[config.mk]
export PLATFORM = sky130hd
export DESIGN_NAME = sum_checked_frame_parser_core
export DESIGN_NICKNAME = d
export VERILOG_FILES = /design/src/design/sfp_pkg.sv /design/src/design/sfp_parser.sv /design/src/design/sfp_out_reg.sv /design/src/design/sum_checked_frame_parser_core.sv
export SDC_FILE = /design/constraint.sdc
export NUM_CORES = 1
export LEC_CHECK = 0
export BUFFER_PORTS_ARGS = -buffer_cell sky130_fd_sc_hd__clkbuf_2
export CELL_PAD_IN_SITES_DETAIL_PLACEMENT = 1
export CELL_PAD_IN_SITES_GLOBAL_PLACEMENT = 2
export CORE_MARGIN = 2
export CORE_UTILIZATION = 36
export CTS_CLUSTER_DIAMETER = 50
export DETAILED_ROUTE_END_ITERATION = 8
export GPL_ROUTABILITY_DRIVEN = 1
export HOLD_SLACK_MARGIN = 0.05
export PLACE_DENSITY = 0.78
export SLEW_MARGIN = 20
export SYNTH_ARGS = -nofsm -noshare
export SYNTH_HDL_FRONTEND = slang
export SYNTH_HIERARCHICAL = 1
export SYNTH_SLANG_ARGS = --single-unit
[constraint.sdc]
create_clock -name clk -period 5.1 [get_ports clk]
set_clock_uncertainty 0.15 [all_clocks]
set_input_delay 0.765 -clock clk [delete_from_list [all_inputs] [get_ports clk]]
set_output_delay 0.765 -clock clk [all_outputs]
set_load 0.02 [all_outputs]
[src/design/sfp_pkg.sv]
// Shared types and constants of the sum-checked frame parser.
`timescale 1ns / 1ps
package sfp_pkg;

  localparam logic [7:0] SYNC0_BYTE    = 8'h46;
  localparam logic [7:0] SYNC1_BYTE    = 8'hB9;
  localparam logic [7:0] SYNC3_BYTE    = 8'h00;
  localparam logic [7:0] END_BYTE      = 8'h16;
  localparam logic [7:0] HEADER_LEN    = 8'd6;
  localparam logic [7:0] DIR_CODE_RST  = 8'h68;

  localparam logic [1:0] VERDICT_NONE  = 2'd0;
  localparam logic [1:0] VERDICT_OK    = 2'd1;
  localparam logic [1:0] VERDICT_ERROR = 2'd2;
  localparam logic [1:0] VERDICT_INCOMPLETE = 2'd3;

  localparam logic [2:0] WHERE_NONE    = 3'd0;
  localparam logic [2:0] WHERE_PREFIX  = 3'd1;
  localparam logic [2:0] WHERE_LENGTH  = 3'd2;
  localparam logic [2:0] WHERE_SUM_HI  = 3'd3;
  localparam logic [2:0] WHERE_SUM_LO  = 3'd4;
  localparam logic [2:0] WHERE_END     = 3'd5;

  localparam int OUT_DATA_W = 32;

  typedef struct packed {
    logic       payload_valid;
    logic [7:0] payload_byte;
    logic [7:0] payload_index;
    logic [1:0] verdict;
    logic [2:0] error_where;
    logic [7:0] frame_length;
  } result_t;

endpackage

[src/design/sfp_parser.sv]
// Frame parser state and per-word next-state and result logic.
`timescale 1ns / 1ps
module sfp_parser (
  input  logic            clk,
  input  logic            rst_n,
  input  logic            accept,
  input  logic [7:0]      rx_byte,
  input  logic            first_byte,
  input  logic            last_byte,
  input  logic            cfg_we,
  input  logic [7:0]      cfg_data,
  output logic            res_valid,
  output sfp_pkg::result_t res
);
  import sfp_pkg::*;

  typedef enum logic [3:0] {
    PH_SYNC0, PH_SYNC1, PH_DIR, PH_SYNC3, PH_LEN,
    PH_PAYLOAD, PH_SUM_HI, PH_SUM_LO, PH_END
  } phase_t;

  phase_t      phase_r, phase_nxt, ph_base;
  logic [15:0] sum_r, sum_nxt, sum_base;
  logic [7:0]  count_r, count_nxt, count_base;
  logic [7:0]  idx_r, idx_nxt, idx_base, idx_inc;
  logic        fin_r, fin_nxt;
  logic [7:0]  dir_r;
  logic [2:0]  where;

  always_comb begin
    ph_base    = first_byte ? PH_SYNC0 : phase_r;
    sum_base   = first_byte ? 16'd0 : sum_r;
    count_base = first_byte ? 8'd0 : count_r;
    idx_base   = first_byte ? 8'd0 : idx_r;
    fin_nxt    = first_byte ? 1'b0 : fin_r;
    idx_inc    = idx_base + 8'd1;

    phase_nxt = ph_base;
    sum_nxt   = sum_base;
    count_nxt = count_base;
    idx_nxt   = idx_base;
    where     = WHERE_NONE;
    res       = '0;

    if (!fin_nxt) begin
      unique case (ph_base)
        PH_SYNC1: begin
          if (rx_byte != SYNC1_BYTE) where = WHERE_PREFIX;
          else phase_nxt = PH_DIR;
        end
        PH_DIR: begin
          if (rx_byte != dir_r) where = WHERE_PREFIX;
          else phase_nxt = PH_SYNC3;
        end
        PH_SYNC3: begin
          if (rx_byte != SYNC3_BYTE) where = WHERE_PREFIX;
          else phase_nxt = PH_LEN;
        end
        PH_LEN: begin
          if (rx_byte < HEADER_LEN) begin
            where = WHERE_LENGTH;
          end else begin
            sum_nxt   = {8'd0, dir_r} + {8'd0, rx_byte};
            count_nxt = rx_byte - HEADER_LEN;
            idx_nxt   = 8'd0;
            phase_nxt = (count_nxt != 8'd0) ? PH_PAYLOAD : PH_SUM_HI;
          end
        end
        PH_PAYLOAD: begin
          sum_nxt           = sum_base + {8'd0, rx_byte};
          res.payload_valid = 1'b1;
          res.payload_byte  = rx_byte;
          res.payload_index = idx_base;
          idx_nxt           = idx_inc;
          if (idx_inc == count_base) phase_nxt = PH_SUM_HI;
        end
        PH_SUM_HI: begin
          if (rx_byte != sum_base[15:8]) where = WHERE_SUM_HI;
          else phase_nxt = PH_SUM_LO;
        end
        PH_SUM_LO: begin
          if (rx_byte != sum_base[7:0]) where = WHERE_SUM_LO;
          else phase_nxt = PH_END;
        end
        PH_END: begin
          if (rx_byte != END_BYTE) begin
            where = WHERE_END;
          end else begin
            res.verdict      = VERDICT_OK;
            res.frame_length = count_base;
            fin_nxt          = 1'b1;
          end
        end
        default: begin
          if (rx_byte != SYNC0_BYTE) where = WHERE_PREFIX;
          else phase_nxt = PH_SYNC1;
        end
      endcase
      if (where != WHERE_NONE) begin
        res.verdict     = VERDICT_ERROR;
        res.error_where = where;
        fin_nxt         = 1'b1;
      end
    end

    if (last_byte) begin
      if (!fin_nxt) res.verdict = VERDICT_INCOMPLETE;
      phase_nxt = PH_SYNC0;
      sum_nxt   = 16'd0;
      count_nxt = 8'd0;
      idx_nxt   = 8'd0;
      fin_nxt   = 1'b0;
    end

    res_valid = res.payload_valid || (res.verdict != VERDICT_NONE);
  end

  always_ff @(posedge clk) begin
    if (!rst_n) begin
      phase_r <= PH_SYNC0;
      sum_r   <= 16'd0;
      count_r <= 8'd0;
      idx_r   <= 8'd0;
      fin_r   <= 1'b0;
      dir_r   <= DIR_CODE_RST;
    end else begin
      if (accept) begin
        phase_r <= phase_nxt;
        sum_r   <= sum_nxt;
        count_r <= count_nxt;
        idx_r   <= idx_nxt;
        fin_r   <= fin_nxt;
      end
      if (cfg_we) dir_r <= cfg_data;
    end
  end

`ifndef NO_ASSERTIONS
  a_where_is_error: assert property (@(posedge clk) disable iff (!rst_n)
    (res.error_where != WHERE_NONE) |-> (res.verdict == VERDICT_ERROR))
    else $error("error place without error verdict");

  a_last_clears: assert property (@(posedge clk) disable iff (!rst_n)
    (accept && last_byte) |=> (phase_r == PH_SYNC0 && !fin_r && idx_r == 8'd0))
    else $error("state not cleared after buffer end");

  a_ok_from_end: assert property (@(posedge clk) disable iff (!rst_n)
    (res.verdict == VERDICT_OK) |-> (phase_r == PH_END && !first_byte))
    else $error("ok verdict outside end byte phase");

  a_index_in_range: assert property (@(posedge clk) disable iff (!rst_n)
    (res.payload_valid && !first_byte) |-> (res.payload_index < count_r))
    else $error("payload index beyond payload count");
`endif

endmodule

[src/design/sfp_out_reg.sv]
// Result register between the parser and the output stream.
`timescale 1ns / 1ps
module sfp_out_reg (
  input  logic                            clk,
  input  logic                            rst_n,
  input  logic                            load,
  input  sfp_pkg::result_t                res,
  output logic                            slot_free,
  output logic                            out_tvalid,
  input  logic                            out_tready,
  output logic [sfp_pkg::OUT_DATA_W-1:0]  out_tdata,
  output logic                            out_tuser
);
  import sfp_pkg::*;

  logic    valid_r;
  result_t res_r;

  assign slot_free  = !valid_r || out_tready;
  assign out_tvalid = valid_r;
  assign out_tuser  = res_r.payload_valid;
  assign out_tdata  = {3'd0, res_r.frame_length, res_r.error_where, res_r.verdict,
                       res_r.payload_index, res_r.payload_byte};

  always_ff @(posedge clk) begin
    if (!rst_n) begin
      valid_r <= 1'b0;
    end else if (slot_free) begin
      valid_r <= load;
    end
  end

  always_ff @(posedge clk) begin
    if (slot_free && load) res_r <= res;
  end

endmodule

[src/design/sum_checked_frame_parser_core.sv]
// Top level of the sum-checked frame parser.
// Result words are registered; a result word appears on out_tvalid in the cycle after its input word is taken.
// Throughput: one input word per cycle; in_tready drops only while a result waits.
// The parser state update is combinational logic between state and result registers.
// Reset (rst_n, synchronous): parser returns to sync, direction code becomes 0x68.
`timescale 1ns / 1ps
module sum_checked_frame_parser_core (
  input  logic                            clk,
  input  logic                            rst_n,
  input  logic                            in_tvalid,
  output logic                            in_tready,
  input  logic [7:0]                      in_tdata,   // rx_byte
  input  logic                            in_tuser,   // first_byte
  input  logic                            in_tlast,   // last_byte
  output logic                            out_tvalid,
  input  logic                            out_tready,
  // payload_byte[7:0], payload_index[15:8], verdict[17:16], error_where[20:18],
  // frame_length[28:21], zero[31:29]
  output logic [sfp_pkg::OUT_DATA_W-1:0]  out_tdata,
  output logic                            out_tuser,  // payload_valid
  input  logic                            cfg_valid,
  output logic                            cfg_ready,
  input  logic [7:0]                      cfg_data    // direction_code
);
  import sfp_pkg::*;

  logic    accept;
  logic    slot_free;
  logic    res_valid;
  result_t res;

  assign in_tready = slot_free;
  assign accept    = in_tvalid && slot_free;
  assign cfg_ready = 1'b1;

  sfp_parser u_parser (
    .clk        (clk),
    .rst_n      (rst_n),
    .accept     (accept),
    .rx_byte    (in_tdata),
    .first_byte (in_tuser),
    .last_byte  (in_tlast),
    .cfg_we     (cfg_valid),
    .cfg_data   (cfg_data),
    .res_valid  (res_valid),
    .res        (res)
  );

  sfp_out_reg u_out_reg (
    .clk        (clk),
    .rst_n      (rst_n),
    .load       (accept && res_valid),
    .res        (res),
    .slot_free  (slot_free),
    .out_tvalid (out_tvalid),
    .out_tready (out_tready),
    .out_tdata  (out_tdata),
    .out_tuser  (out_tuser)
  );

endmodule
==> impl_metrics.yaml, run 1 <==
outcome:
  status: "finished, final reports clean"
final_layout:
  final_cells: 815
  fin_area_um2: 5750
  multi_input_area_um2: 3010
  fillers: 1701
  postLayoutCoreUtil: 0.417
  diodes: 0
  drive_gt1_frac: 0.146
  num-nets-final: 673
  area.growth.synth_to_final_pct: 14.0
  final-seq-area_um2: 1820
clock_network:
  post_cts_buffers: 0
  clockBufferDepth: 2
  cts_sinks: 76
  postCtsHoldBufs: 0
  cts_buffers: 9
  cts_root_buf: "clkbuf_16"
  clkLatencyLatePin_ns: 0.36
  cts_tree: "built"
  path_clk_slew_ns: 0.07
  cts_resized: 0
  htreeDepth: 3
worst_setup_path:
  crit_fanout: 21
  arrival_ns: 3.73
  crit_type: "input pin to flip-flop"
  endpoint_kind: "flip-flop"
  worstSetupStartpointType: "input pin"
  worstPathRequired_ns: 5.24
  rrSetupSlack_ns: 1.64
place:
  place_area_um2: 5420
  dp_slack_ns: 1.18
  gp_congestion: 0.917
  dp_hpwl_um: 13100
  dp_cells: 799
  port_buffers: 54
floorplanning:
  dieArea_um2: 15000
  initial_core_util: 0.366
  num_rows: 43
  core_um2: 13800
  die_w_um: 122
  die_h_um: 122
  ioPinCount: 59
timing:
  fmax_mhz: 278
  rsz0062_at_grt: "false"
  finalHoldViolations: 0
  tns_ns: 0
  fin_crit_sh: 0.706
  period_needed_ns: 3.60
  drv_slew: 0
  setup_slack_ns: 1.50
  setup_viol: 0
  worstMarginPinSlew_ns: 0.924
  max_slew_margin: 0.382
global_routing:
  grt_pass1_wl_um: 27500
  grt.total_usage: 0.245
  grt_overflow: 0
  grt_max_degree: 31
  grt_pass1_vias: 4837
  antenna_found_initial: 0
synth:
  seq_area_frac_synth: 0.361
  yosys_warnings: 6
  synth-main-ff-cell: "dfxtp_1"
  avgSynthCellArea_um2: 8.49
  syn-instance-count: 594
  synth_edf_count: 30
  ys_seq_elements: 76
  synth_async_sr_flop_share: 0
  syn_area_um2: 5040
  synth_cell_types: 78
flow_run:
  drv_cap: 0
power:
  power_density_nw_per_um2: 282
  ir_worst_vdd_uv: 118
  leakage_nw: 2.13
routing:
  num_vias: 4783
  ant_nets: 0
  wl_per_cell_um: 21.8
  drc_errors: 0
  drtIter0Drc: 353
  firstDrtPassIters: 5
  viasPerCell: 5.87
  wl_um: 17800
hold_path:
  hold_class: "flip-flop to flip-flop"
==> worst paths after layout <==
kind                               startpoint                              to  depth (start not counted)
max                                  in_tuser  u_parser/idx_r[5]$_SDFFE_PN0P_                          7
min            u_parser/sum_r[5]$_SDFFE_PN0P_  u_parser/sum_r[5]$_SDFFE_PN0P_                          2
max reg2reg  u_parser/phase_r[2]$_SDFFE_PN0P_  u_parser/idx_r[5]$_SDFFE_PN0P_                          6
min reg2reg    u_parser/sum_r[5]$_SDFFE_PN0P_  u_parser/sum_r[5]$_SDFFE_PN0P_                          2
==> registers in the layout, summed over array words and instances (netlist names) <==
| register | flops |
|---|---|
| u_parser/count_r | 8 |
| u_parser/fin_r | 1 |
| u_parser/phase_r | 4 |
| u_parser/dir_r | 8 |
| u_parser/idx_r | 8 |
| u_out_reg/out_tuser | 1 |
| u_out_reg/out_tvalid | 1 |
| u_parser/sum_r | 16 |
| u_out_reg/out_tdata | 29 |
==> critical path, stage by stage <==
cell      delay, ns
clkbuf_2       0.31
or3b_2         0.58
nor3_1         0.50
a21oi_1        0.37
o21ai_2        0.80
o21ai_0        0.25
a21oi_1        0.16
==> kinds of logic after synthesis <==
logic type	count (synthesis)	share of synthesized area
buffers and inverters	51	0.0434
DFF	76	0.361
xor gates and xnor gates	34	0.0591
other	2	0.00149
muxes	8	0.0159
and+or+nand+nor	253	0.263
AOI/OAI and AO/OA	150	0.203
adders and majority gates	20	0.0526
==> routing by layer <==
metal	vias up	wire length, um	global-route usage
met2	165	8510	0.412
met1	2344	7820	0.310
met5	-	0	0
li1	2239	-	-
met3	35	822	0.0321
met4	0	637	0.116
==> report_power, final <==
group          internal, W  switching [W]  leakage, nW
clock             0.000431       0.000284        0.152
combinational    0.0000748       0.000161         1.30
sequential        0.000655      0.0000153        0.670
total              0.00116       0.000460         2.13
==> synthesized netlist by cell type (17+ instances only) <==
cell type | number | area, um^2
nor2_1 | 78 | 293
dfxtp_1 | 46 | 921
nand2_1 | 38 | 143
a21oi_1 | 34 | 170
edfxtp_1 | 30 | 901
and2_1 | 27 | 169
clkbuf_1 | 27 | 101
o21ai_0 | 23 | 115
xnor2_1 | 22 | 193
nor2b_1 | 20 | 125
ha_1 | 18 | 225
nand3_1 | 18 | 90.1
nor3_1 | 17 | 85.1
==> placed cells by master, fill, tap and decap left out, drive strengths merged, types with 20 or more instances in the layout <==
| cell | instances |
|---|---|
| and2 | 29 |
| edfxtp | 30 |
| clkbuf | 63 |
| dfxtp | 46 |
| nor2 | 78 |
| nand2 | 38 |
| nor2b | 20 |
| o21ai | 25 |
| a21oi | 34 |
| xnor2 | 22 |
==> stage by stage <==
| stage | hold slack [ns] | power, W |
|---|---|---|
| CTS | 0.329 | 0.00164 |
| global route | 0.376 | 0.00168 |
| floorplan | 0.288 | 0.000835 |
| finish | 0.336 | 0.00162 |
| detailed placement | 0.315 | 0.000918 |
| global placement | 0.297 | 0.000913 |
==> layout make-up <==
class,count,area share
Inverter,14,0.00914
Sequential cell,76,0.317
Clock inverter,7,0.0170
Multi-Input combinational cell,469,0.524
Timing Repair Buffer,60,0.0549
Tap cell,180,0.0392
Clock buffer,9,0.0392
No activity file was read; power rests on OpenSTA's default activity.
==> run 2: changes to the inputs <==
CORE_UTILIZATION = 32   (was 36)
PLACE_DENSITY = 0.73   (was 0.78)
clock period = 3.3 ns   (was 5.1 ns; I/O delays follow)
==> run 2 against run 1 <==
  * Combinational power is 78% higher
  * Critical path depth is 2 higher
  * Non-clock buffer count increased by 62
  * Via count increased by 4.6%
  * Total power is 58% higher
  * First-iteration DRC count shrank 14%
  * Cell area is 9.1% higher
  * Highest routed layer unchanged
  * Register-to-register slack worse by 1.3 ns
  * Sequential share of layout area down 2.7 points
  * Clock power rose by 57%
  * Critical endpoint is now u_out_reg/out_tdata[28]$_DFFE_PP_
  * Sequential power grew 54%
==> impl_metrics.yaml, run 2 (same netlist as run 1, synthesis figures left out) <==
global_routing:
  grt.total_usage: 0.230
  antenna_found_initial: 0
  grt_max_degree: 34
  grt_overflow: 0
  grt_pass1_vias: 5219
  grt_pass1_wl_um: 29000
routing:
  firstDrtPassIters: 5
  viasPerCell: 5.51
  num_vias: 5005
  wl_per_cell_um: 20.7
  wl_um: 18800
  drc_errors: 0
  drtIter0Drc: 302
  ant_nets: 0
clock_network:
  htreeDepth: 3
  cts_root_buf: "clkbuf_16"
  post_cts_buffers: 0
  clkLatencyLatePin_ns: 0.35
  path_clk_slew_ns: 0.06
  cts_buffers: 9
  postCtsHoldBufs: 0
  clockBufferDepth: 2
  cts_sinks: 76
  cts_tree: "built"
  cts_resized: 0
worst_setup_path:
  arrival_ns: 2.91
  crit_type: "input pin to flip-flop"
  worstSetupStartpointType: "input pin"
  rrSetupSlack_ns: 0.35
  worstPathRequired_ns: 3.21
  critPathSlowestCell: "or4_4"
  endpoint_kind: "flip-flop"
  cpPeakStageDelay_ns: 0.57
  crit_fanout: 30
  critical_path.cell_chain: "clkbuf_2 -> or4_4 -> or4b_4 -> a31oi_2 -> a21boi_2 -> and3_2 -> a31oi_1 -> and3_1 -> and2_4"
power:
  power_density_nw_per_um2: 410
  ir_worst_vdd_uv: 227
  leakage_nw: 2.44
floorplanning:
  dieArea_um2: 16800
  num_rows: 45
  die_w_um: 130
  die_h_um: 130
  initial_core_util: 0.329
  core_um2: 15300
  ioPinCount: 59
final_layout:
  num-nets-final: 735
  drive_gt1_frac: 0.222
  fin_area_um2: 6270
  largest_reg_flops: 29
  diodes: 0
  layout_common_cells: "nor2_1 (78), buf_4 (67), clkbuf_2 (54), dfxtp_1 (46), nand2_1 (38)"
  final_common_cell: "nor2_1"
  area.growth.synth_to_final_pct: 24.4
place:
  place_area_um2: 5940
  port_buffers: 54
  dp_hpwl_um: 14800
  gp_congestion: 1.01
timing:
  drv_slew: 0
  fin_crit_sh: 0.907
  setup_viol: 0
  worstMarginPinSlew_ns: 0.607
  tns_ns: 0
  finalHoldViolations: 0
  period_needed_ns: 2.99
  rsz0062_at_grt: "false"
  fmax_mhz: 334
  max_slew_margin: 0.592
outcome:
  status: "finished, final reports clean"
hold_path:
  hold_class: "input pin to flip-flop"
flow_run:
  drv_cap: 0
==> run 2: cell count changes in the layout (fill, tap and decap cells not counted) <==
cell / before / now
buf_12: 0 / 1
buf_4: 6 / 67
clkinv_2: 1 / 0
clkinvlp_4: 2 / 1
inv_6: 2 / 3
inv_8: 0 / 1
==> run 2: worst paths after layout <==
kind	from	endpoint	cells after the start
min reg2reg	u_parser/sum_r[5]$_SDFFE_PN0P_	u_parser/sum_r[5]$_SDFFE_PN0P_	2
min	cfg_data[6]	u_parser/dir_r[6]$_SDFFE_PN1P_	3
max reg2reg	u_parser/dir_r[4]$_SDFFE_PN0P_	u_out_reg/out_tdata[28]$_DFFE_PP_	9
max	in_tdata[3]	u_out_reg/out_tdata[28]$_DFFE_PP_	9
==> run 2: final cells by class <==
cell class | instances | area (um^2)
clock buffer | 9 | 225
multi-input combinational | 469 | 3010
tap | 211 | 264
clock inverter | 7 | 105
timing repair buffer | 122 | 793
fill | 1877 | 9040
sequential | 76 | 1820
inverter | 14 | 52.6
==> run 2: routing by layer <==
layer  GRT usage  up-vias  part of all wire
li1            -     2360                 -
met1       0.275     2441              0.43
met2       0.396      160              0.48
met3      0.0388       44             0.048
met4       0.120        0             0.041
met5           0        -                 0
==> run 2: per-stage QoR <==
stage                     cells   util  power [W]  setup WS (ns)  hold WS, ns
final                       908  0.409    0.00257          0.308        0.219
after CTS                   908  0.409    0.00259          0.300        0.209
after floorplan             596      -    0.00129         0.0212        0.288
after detailed placement    892  0.388    0.00147        -0.0706        0.327
after global placement      892  0.388    0.00146        0.00163        0.309
after global routing        908  0.409    0.00267          0.173        0.227
==> run 2: power breakdown <==
part           internal (W)  switching [W]
Sequential          0.00101      0.0000195
Combinational      0.000153       0.000266
Clock              0.000676       0.000441
Total               0.00184       0.000727
==> run 2: worst max-delay path, delay by kind of cell <==
family / cells / cell delay [ns]
AND/OR/NAND/NOR: 5 / 1.80
AO/OA/AOI/OAI: 3 / 0.47
buffers and inverters: 1 / 0.13
==> run 3: changes to the inputs <==
PLACE_DENSITY = default   (was 0.73)
PLACE_DENSITY_LB_ADDON = 0.1   (was default)
==> run 3 against run 2 <==
  * Hold slack lost 0.0074 ns
  * Global-route usage up 0.40 points
  * Setup slack worse by 0.029 ns
  * Die area unchanged
  * Sequential cell count did not move
  * Sequential share of layout area barely moved
  * Maximum frequency decreased by 0.97%
  * Via count rose by 0.38%
  * Largest cell class unchanged
  * Critical endpoint is now u_out_reg/out_tdata[25]$_DFFE_PP_
  * Largest power group unchanged
  * First-iteration DRC count grew 15%
==> impl_metrics.yaml, run 3 (same netlist as run 1, synthesis figures left out) <==
timing:
  rsz0062_at_grt: "false"
  fmax_mhz: 331
  finalHoldViolations: 0
  setup_viol: 0
  worstMarginPinSlew_ns: 0.680
  period_needed_ns: 3.02
  fin_crit_sh: 0.915
  drv_slew: 0
  holdWs_ns: 0.212
  max_slew_margin: 0.542
  tns_ns: 0
clock_network:
  cts_root_buf: "clkbuf_16"
  cts_sinks: 76
  post_cts_buffers: 0
  cts_tree: "built"
  htreeDepth: 3
  cts_buffers: 9
  postCtsHoldBufs: 0
  path_clk_slew_ns: 0.07
  cts_resized: 0
  clockBufferDepth: 2
  clkLatencyLatePin_ns: 0.35
final_layout:
  fillers: 1865
  postLayoutCoreUtil: 0.409
  drive_gt1_frac: 0.224
  largest_reg_flops: 29
  final-seq-area_um2: 1820
  area.growth.synth_to_final_pct: 24.2
  final_cells: 911
  layout_common_cells: "nor2_1 (78), buf_4 (70), clkbuf_2 (54), dfxtp_1 (46), nand2_1 (38)"
  diodes: 0
  multi_input_area_um2: 3010
  final_common_cell: "nor2_1"
  fin_area_um2: 6260
  num-nets-final: 738
power:
  ir_worst_vdd_uv: 229
  leakage_nw: 2.44
  power_density_nw_per_um2: 399
routing:
  wl_per_cell_um: 20.9
  wl_um: 19000
  ant_nets: 0
  drc_errors: 0
  viasPerCell: 5.51
  drtIter0Drc: 346
  firstDrtPassIters: 5
  num_vias: 5024
place:
  port_buffers: 54
  place_area_um2: 5960
  dp_cells: 895
  dp_hpwl_um: 14600
  gp_congestion: 0.946
floorplanning:
  initial_core_util: 0.329
  core_um2: 15300
  dieArea_um2: 16800
  die_h_um: 130
  num_rows: 45
  ioPinCount: 59
  die_w_um: 130
hold_path:
  hold_class: "input pin to flip-flop"
  hold_depth: 3
worst_setup_path:
  crit_type: "flip-flop to flip-flop"
  endpoint_kind: "flip-flop"
  r2r_cells: 9
  worstPathRequired_ns: 3.21
  arrival_ns: 2.94
  crit_fanout: 30
  worstSetupStartpointType: "flip-flop"
global_routing:
  grt.total_usage: 0.234
  grt_pass1_vias: 5118
  grt_max_degree: 34
  grt_overflow: 0
  grt_pass1_wl_um: 29300
  antenna_found_initial: 0
outcome:
  status: "finished, final reports clean"
flow_run:
  drv_cap: 0
==> run 3: cell types whose count changed in the layout (fill, tap and decap cells not counted) <==
| cell | change |
|---|---|
| clkbuf_1 | +1 |
| clkinvlp_4 | +1 |
| inv_8 | -1 |
| bufinv_16 | -1 |
| inv_6 | -1 |
| buf_4 | +3 |
| clkinv_4 | +1 |
==> run 3: final timing paths <==
| check | from | to | slack, ns |
|---|---|---|---|
| setup / recovery | u_parser/dir_r[0]$_SDFFE_PN0P_ | u_out_reg/out_tdata[25]$_DFFE_PP_ | 0.28 |
| hold / removal | cfg_data[3] | u_parser/dir_r[3]$_SDFFE_PN1P_ | 0.21 |
| setup reg to reg | u_parser/dir_r[0]$_SDFFE_PN0P_ | u_out_reg/out_tdata[25]$_DFFE_PP_ | 0.28 |
| hold reg to reg | u_parser/sum_r[5]$_SDFFE_PN0P_ | u_parser/sum_r[5]$_SDFFE_PN0P_ | 0.33 |
==> run 3: through the flow <==
stage | total power, W | setup WS (ns)
3_5_place_dp | 0.00148 | -0.0335
5_1_grt | 0.00260 | 0.189
3_3_place_gp | 0.00147 | -0.0130
4_1_cts | 0.00253 | 0.302
6_report | 0.00250 | 0.279
2_1_floorplan | 0.00129 | 0.0212
==> run 3: critical path: stages, from the launching register on <==
cell and delay (ns):
dfxtp_1 0.40, ha_1 0.29, or4_1 0.51, nor2_1 0.29
o2bb2ai_1 0.16, a21boi_2 0.19, and3_2 0.21, a31oi_1 0.07
and3_1 0.20, and2_4 0.25
==> run 3: area by class of cell <==
cell class                 count  area share
multi-input combinational    469       0.480
sequential                    76       0.291
timing repair buffer         125       0.130
tap                          211      0.0421
clock buffer                  10      0.0366
clock inverter                 6      0.0114
inverter                      14     0.00839
==> run 3: layer usage <==
| layer | routed length (um) | vias up | GRT usage |
|---|---|---|---|
| met4 | 498 | 0 | 0.0930 |
| met5 | 0 | - | 0 |
| met1 | 8760 | 2469 | 0.303 |
| met3 | 855 | 36 | 0.0351 |
| li1 | - | 2368 | - |
| met2 | 8910 | 151 | 0.391 |
==> run 3: where the power goes <==
group          leakage (nW)  switching [W]  internal (W)
logic                  1.63       0.000272      0.000158
clock network         0.140       0.000450      0.000594
registers             0.670      0.0000162       0.00101
total                  2.44       0.000738       0.00176
